===== src/itar_pkg.sv =====
// Package for the integer to ASCII radix converter.
// Holds the fixed field widths, the ASCII and radix constants and the digit encoder.
// No dependencies.
`timescale 1ns / 1ps

package itar_pkg;

    localparam int RADIX_W = 6;
    localparam int DIGIT_W = 6;
    localparam int CHAR_W  = 7;

    localparam logic [RADIX_W-1:0] RADIX_RESET   = 6'd10;
    localparam logic [RADIX_W-1:0] RADIX_MIN     = 6'd2;
    localparam logic [RADIX_W-1:0] RADIX_MAX     = 6'd36;
    localparam logic [RADIX_W-1:0] RADIX_DECIMAL = 6'd10;

    localparam logic [DIGIT_W-1:0] LAST_NUMERAL  = 6'd9;
    localparam logic [DIGIT_W-1:0] LETTER_OFFSET = 6'd10;

    localparam logic [CHAR_W-1:0] ASCII_ZERO  = 7'h30;
    localparam logic [CHAR_W-1:0] ASCII_NINE  = 7'h39;
    localparam logic [CHAR_W-1:0] ASCII_A     = 7'h41;
    localparam logic [CHAR_W-1:0] ASCII_Z     = 7'h5A;
    localparam logic [CHAR_W-1:0] ASCII_MINUS = 7'h2D;
    localparam logic [CHAR_W-1:0] CHAR_NONE   = 7'h00;

    // Digit values 0..9 map to numerals, 10..35 to uppercase letters.
    function automatic logic [CHAR_W-1:0] ascii_of_digit(input logic [DIGIT_W-1:0] d);
        logic [DIGIT_W-1:0] letter;
        letter = d - LETTER_OFFSET;
        if (d > LAST_NUMERAL)
            return CHAR_W'(letter) + ASCII_A;
        else
            return CHAR_W'(d) + ASCII_ZERO;
    endfunction

endpackage


===== src/itar_divider.sv =====
// Restoring divider: one quotient bit per cycle, divisor up to 6 bits.
// Used by the converter top level to peel digits off the magnitude; uses itar_pkg.
`timescale 1ns / 1ps

module itar_divider
    import itar_pkg::*;
#(
    parameter int VALUE_WIDTH = 32
) (
    input  logic                   clk,
    input  logic                   rst_n,
    input  logic                   start,
    input  logic [VALUE_WIDTH-1:0] dividend,
    input  logic [RADIX_W-1:0]     divisor,
    output logic                   done,
    output logic [VALUE_WIDTH-1:0] quotient,
    output logic [DIGIT_W-1:0]     remainder
);

    localparam int CNT_W = $clog2(VALUE_WIDTH);

    logic                   busy_reg, busy_next;
    logic                   done_reg, done_next;
    logic [CNT_W-1:0]       cnt_reg, cnt_next;
    logic [VALUE_WIDTH-1:0] quot_reg, quot_next;
    logic [DIGIT_W-1:0]     rem_reg, rem_next;
    logic [RADIX_W-1:0]     div_reg, div_next;

    logic [DIGIT_W:0]       trial;
    logic [DIGIT_W:0]       diff;
    logic                   fits;

    always_comb
    begin
        trial = {rem_reg, quot_reg[VALUE_WIDTH-1]};
        diff  = trial - {1'b0, div_reg};
        fits  = trial >= {1'b0, div_reg};

        busy_next = busy_reg;
        done_next = 1'b0;
        cnt_next  = cnt_reg;
        quot_next = quot_reg;
        rem_next  = rem_reg;
        div_next  = div_reg;

        if (start)
        begin
            busy_next = 1'b1;
            cnt_next  = '0;
            quot_next = dividend;
            rem_next  = '0;
            div_next  = divisor;
        end
        else if (busy_reg)
        begin
            // The remainder stays below the divisor, so both arms fit in six bits.
            rem_next  = fits ? diff[DIGIT_W-1:0] : trial[DIGIT_W-1:0];
            quot_next = {quot_reg[VALUE_WIDTH-2:0], fits};
            cnt_next  = cnt_reg + 1'b1;
            if (cnt_reg == CNT_W'(VALUE_WIDTH - 1))
            begin
                busy_next = 1'b0;
                done_next = 1'b1;
            end
        end
    end

    always_ff @(posedge clk or negedge rst_n)
    begin
        if (!rst_n)
        begin
            busy_reg <= 1'b0;
            done_reg <= 1'b0;
            cnt_reg  <= '0;
        end
        else
        begin
            busy_reg <= busy_next;
            done_reg <= done_next;
            cnt_reg  <= cnt_next;
        end
    end

    always_ff @(posedge clk)
    begin
        quot_reg <= quot_next;
        rem_reg  <= rem_next;
        div_reg  <= div_next;
    end

    assign done      = done_reg;
    assign quotient  = quot_reg;
    assign remainder = rem_reg;

endmodule


===== config.mk =====
export PLATFORM = sky130hd
export DESIGN_NAME = itar_divider
export DESIGN_NICKNAME = d
export VERILOG_FILES = /design/src/itar_pkg.sv /design/src/itar_divider.sv
export SDC_FILE = /design/constraint.sdc
export NUM_CORES = 1
export LEC_CHECK = 0
export BUFFER_PORTS_ARGS = -buffer_cell sky130_fd_sc_hd__buf_4
export CAP_MARGIN = 20
export CORE_ASPECT_RATIO = 0.6
export CORE_MARGIN = 5
export CORE_UTILIZATION = 45
export DETAILED_ROUTE_END_ITERATION = 10
export GPL_TIMING_DRIVEN = 0
export PLACE_DENSITY = 0.75
export SETUP_SLACK_MARGIN = 0.15
export SYNTH_ARGS = -nofsm -noshare
export SYNTH_HDL_FRONTEND = slang
export SYNTH_SLANG_ARGS = --single-unit

===== constraint.sdc =====
create_clock -name clk -period 1.9 [get_ports clk]
set_input_delay 0.38 -clock clk [delete_from_list [all_inputs] [get_ports clk]]
set_output_delay 0.38 -clock clk [all_outputs]
set_load 0.005 [all_outputs]

### Yosys cells after proc, flatten, opt, wreduce, memory -nomap -nowiden

Index checks and enable logic that the tools add are counted.
Widths: inputs -> output; s select.

* add/subtract/negate cells: 2
* order comparisons: 1
* eq/ne operators: 1
* muxes and demuxes: 11
* reductions and logical operators: 1

Operators with widths (count)
* $mux 32: 2
* $mux 5: 2
* $ge 7x6->1: 1
* $mux 1: 6
* $mux 6: 1
* $sub 6x6->6: 1
* $add 5x1->5 const B: 1
* $eq 5x5->1 const B: 1
* $reduce_bool 2->1: 1

* register bits: 51
* output and inout port bits: 39

### Depth between registers and ports, before layout

* word-level depth: 4
* mapped depth: 8

### Least setup slack after synthesis

Ideal clock, no wire load.

* kind: register -> register
* start: reg rem_reg[3] (netlist: remainder[3])
* end: reg rem_reg[1] (netlist: remainder[1])
* setup time: 0.127 ns
* arrival: 1.913 ns
* setup slack: -0.140 ns
* stages on the path, launching flop included: 8
* path buffers: 1
* period minus slack after synthesis: 2.040 ns
* cell sequence: dfxtp_1 > ha_1 > a21o_1 > a211o_1 > a41o_1 > buf_6 > nor4bb_1 > or3_1

* word-level cells in the longest chain between the ends: 2

Ends and longest elaborated chain
* from (decl): RTL line itar_divider.sv:26 `logic [DIGIT_W-1:0] rem_reg, rem_next;`
* from (signal assigned): RTL line itar_divider.sv:87 `rem_reg <= rem_next;`
* $ge 7x6->1: RTL line itar_divider.sv:37 `fits = trial >= {1'b0, div_reg};`
* $mux 6: RTL line itar_divider.sv:57 `rem_next = fits ? diff[DIGIT_W-1:0] : trial[DIGIT_W-1:0];`

No other way between the ends.
A chain may end at the register's enable or synchronous reset.

### Worst setup path after layout

* start: reg div_reg[4]
* end: reg rem_reg[1] (netlist: remainder[1])

* word-level cells in the longest chain between the ends: 2

Ends and longest elaborated chain
* from (decl): RTL line itar_divider.sv:27 `logic [RADIX_W-1:0] div_reg, div_next;`
* from (signal assigned): RTL line itar_divider.sv:88 `div_reg <= div_next;`
* $ge 7x6->1: RTL line itar_divider.sv:37
* $mux 6: RTL line itar_divider.sv:57

No other way between the ends.

==> impl_metrics.py <==
metrics = {
    "worst_setup_path": {
        "cp-end-kind": "register",
        "required_ns": 2.09,
        "path_class": "reg -> reg",
        "r2r-start": "div_reg[4]$_DFFE_PP_",
        "reg2reg_depth": 8,
        "path_max_fanout": 5,
        "cp-start-kind": "register",
        "reg2reg_to": "remainder[1]$_SDFFE_PP0P_",
        "cp.arrival_ns": 2.14,
        "reg2reg_setup_slack_ns": -0.05,
    },
    "global_routing": {
        "grt_pass1_vias": 1754,
        "track_usage_pct": 15.9,
        "grt_max_degree": 17,
        "antenna_found_initial": 0,
        "grt_pass1_wl_um": 8740,
        "overflow": 0,
    },
    "routing": {
        "ant_nets": 0,
        "first_pass_iters": 4,
        "drc": 0,
        "wire_per_inst_um": 15.6,
        "first_iter_violations": 25,
        "viasPerCell": 4.96,
        "via_count": 1665,
        "wl_um": 5240,
    },
    "cells_and_area": {
        "multi_input_area_sq_um": 970,
        "drive_gt1_share_pct": 52.2,
        "final_cell_mix": "buf_4 (82), edfxtp_1 (38), mux2_2 (33), nor2_1 (15), inv_1 (9)",
        "nets": 320,
        "fillers": 378,
        "final_common_cell": "buf_4",
        "num_antenna_cells": 0,
        "area_delta_synth_final_pct": 37.2,
        "largest_reg_flops": 32,
        "final-seq-area_sq_um": 1440,
        "fin_area_sq_um": 3320,
    },
    "yosys": {
        "synth.net_count": 228,
        "synth_area_per_cell_sq_um": 13.7,
        "synthMuxAreaShare_pct": 17.4,
        "yosysWarnings": 0,
        "yosysSeqAreaShare_pct": 59.3,
        "synthCells": 177,
        "ys_seq_elements": 51,
        "syn-cell-area_sq_um": 2420,
        "synth-xor-area-share_pct": 2.17,
        "synth_top_family_by_area": "multiplexers",
        "synthAdderAreaFrac_pct": 5.48,
        "synthSimpleGateAreaFrac_pct": 7.13,
        "ys_types": 34,
        "synth-compound-area-share_pct": 5.27,
    },
    "die": {
        "io_pins": 80,
        "start_util_pct": 47.2,
        "rows": 20,
        "die-area_sq_um": 7000,
        "coreArea_sq_um": 5130,
        "die_h_um": 66.8,
        "die_w_um": 105,
    },
    "clock_tree": {
        "cts_buffers": 5,
        "cts.path.max_buffers": 2,
        "path_clk_slew_ns": 0.09,
        "clk_latency_ns": 0.30,
        "cts_sinks": 51,
        "ctsHtreeMaxLevel": 2,
        "cts-root-buf": "clkbuf_8",
        "cts_tree": "done",
    },
    "power_and_ir_drop": {
        "clockPowerShare_pct": 24.1,
        "swShare_pct": 27.3,
        "p_sw_mw": 0.894,
        "combPwrFrac_pct": 31.1,
        "power.leakage_nw": 1.47,
        "seqPwrFrac_pct": 44.8,
        "peakVddDrop_v": 0.000415,
        "powerDensity_nw_per_um2": 987,
        "p_int_mw": 2.38,
    },
    "min_path": {
        "hold_path_startpoint": "divisor[1]",
        "hold_depth": 1,
        "holdPathEnd": "div_reg[1]$_DFFE_PP_",
        "hp-class": "in -> reg",
    },
    "outcome": {
        "run_status": "finished with violations",
        "violations": "setup timing",
    },
    "timing": {
        "skew_ns": 0.00819,
        "finalSetupViolCount": 2,
        "rsz0062_at_grt": "yes",
        "fmax_ghz": 0.514,
        "finalWorstSetupSlack_ns": -0.0470,
        "finalCriticalPeriod_ns": 1.95,
        "drv_slew": 0,
        "hold_violations": 0,
        "period_share_pct": 102,
        "relSlewSlack_pct": 59.2,
        "worst_slew_pin_slew_ns": 0.612,
    },
    "placement": {
        "post-place-ws_ns": -0.0546,
        "place_area_sq_um": 3120,
        "gp_routability_congestion": 0.752,
        "place_hpwl_um": 3900,
        "port_buffers": 79,
    },
    "flow_run": {
        "cap_violations": 0,
    },
}
-- how the worst max path moves through the flow --
| stage | end | slack (ns) | cells past startpoint | startpoint |
|---|---|---|---|---|
| 6_report | remainder[1]$_SDFFE_PP0P_ | -0.05 | 8 | div_reg[4]$_DFFE_PP_ |
| 5_1_grt | remainder[1]$_SDFFE_PP0P_ | -0.09 | 8 | div_reg[4]$_DFFE_PP_ |
| 4_1_cts | remainder[1]$_SDFFE_PP0P_ | -0.04 | 8 | div_reg[4]$_DFFE_PP_ |
| 3_5_place_dp | remainder[1]$_SDFFE_PP0P_ | -0.05 | 8 | div_reg[4]$_DFFE_PP_ |
| 3_3_place_gp | remainder[1]$_SDFFE_PP0P_ | -0.06 | 8 | div_reg[4]$_DFFE_PP_ |
| 2_1_floorplan | remainder[1]$_SDFFE_PP0P_ | -0.003 | 8 | div_reg[4]$_DFFE_PP_ |
-- synthesized netlist by cell type --
master    count  area, sq um
nand2_1       6         22.5
nor2b_1       2         12.5
a22oi_1       1         7.51
dfxtp_1       6          120
nor3b_1       3         22.5
buf_1         3         11.3
nor4bb_1      1         10.0
ha_1          9          113
nand2b_1      2         12.5
mux2_2       33          372
mux2i_1       5         50.1
nor3_1        1         5.00
a211o_1       1         8.76
buf_2         2         10.0
or2_2         1         6.26
fa_1          1         20.0
a21oi_1       4         20.0
a211oi_1      4         30.0
xor2_1        4         35.0
o21a_1        1         7.51
o21ai_0       4         20.0
a21o_1        2         15.0
nand4_1       1         6.26
buf_6         1         11.3
xnor2_1       2         17.5
a41o_1        1         10.0
edfxtp_1     38         1140
o311ai_0      1         8.76
inv_1        10         37.5
nor2_1       15         56.3
and3_1        1         6.26
or3_1         2         12.5
dfrtp_1       7          175
clkbuf_1      2         7.51
-- worst max-delay path, cell delays in order (launching register included) --
cell and delay, ns:
edfxtp_1 0.38, inv_2 0.08, ha_4 0.20, a21o_1 0.17, a211o_1 0.25, a41o_1 0.23
buf_6 0.13, nor4bb_1 0.12, or3_1 0.29
-- timing repair --
item | in CTS | in global routing
pin swaps | 1 | 0
endpoints found under the hold margin | 7 | 0
gates resized for setup | 1 | 9
setup buffers | 2 | 1
endpoints found under the setup margin | 39 | 23
gates cloned | 2 | 0
hold buffers | 1 | 0
-- per-layer routing --
| layer | share of wire, % | global-route usage [%] | vias up |
|---|---|---|---|
| li1 | - | - | 828 |
| met1 | 45 | 20.5 | 801 |
| met2 | 48 | 26.7 | 32 |
| met3 | 5.7 | 4.84 | 4 |
| met4 | 0.44 | 3.51 | 0 |
| met5 | 0 | 0 | - |
-- final cells by class --
type / count / area share [%]
inverters: 10 / 1.13
well taps: 66 / 2.49
clock inverters: 2 / 1.17
flip-flops and latches: 51 / 43.3
repair buffers: 84 / 19.0
clock buffers: 6 / 2.49
multi-input cells: 109 / 29.2
plain buffers: 8 / 1.24
-- through the flow --
step | power [mW] | hold slack (ns) | setup TNS, ns | utilization, % | instances
final | 3.28 | 0.252 | -0.0706 | 64.8 | 336
after global routing | 3.49 | 0.229 | -0.315 | 64.8 | 336
after CTS | 3.25 | 0.242 | -0.0583 | 63.9 | 335
after detailed placement | 2.42 | 0.197 | -0.950 | 60.8 | 322
after global placement | 2.41 | 0.196 | -0.110 | 60.8 | 322
after floorplan | 2.03 | 0.0844 | -0.00304 | - | 177
-- cell families after synthesis --
group                    Yosys count
XOR/XNOR                           6
flip-flops                        51
buffers and inverters             18
multiplexers                      38
AND/OR/NAND/NOR                   35
adder cells (fa/ha/maj)           10
AO/OA/AOI/OAI                     19
-- power groups by stage --
stage               Combinational, mW  Sequential [mW]  Clock [mW]
finish                           1.02             1.47       0.790
global placement                0.922             1.48           0
detailed placement              0.935             1.49           0
global route                     1.13             1.49       0.869
floorplan                       0.551             1.48           0
CTS                             0.973             1.46       0.809
(Power assumes the default switching activity.)
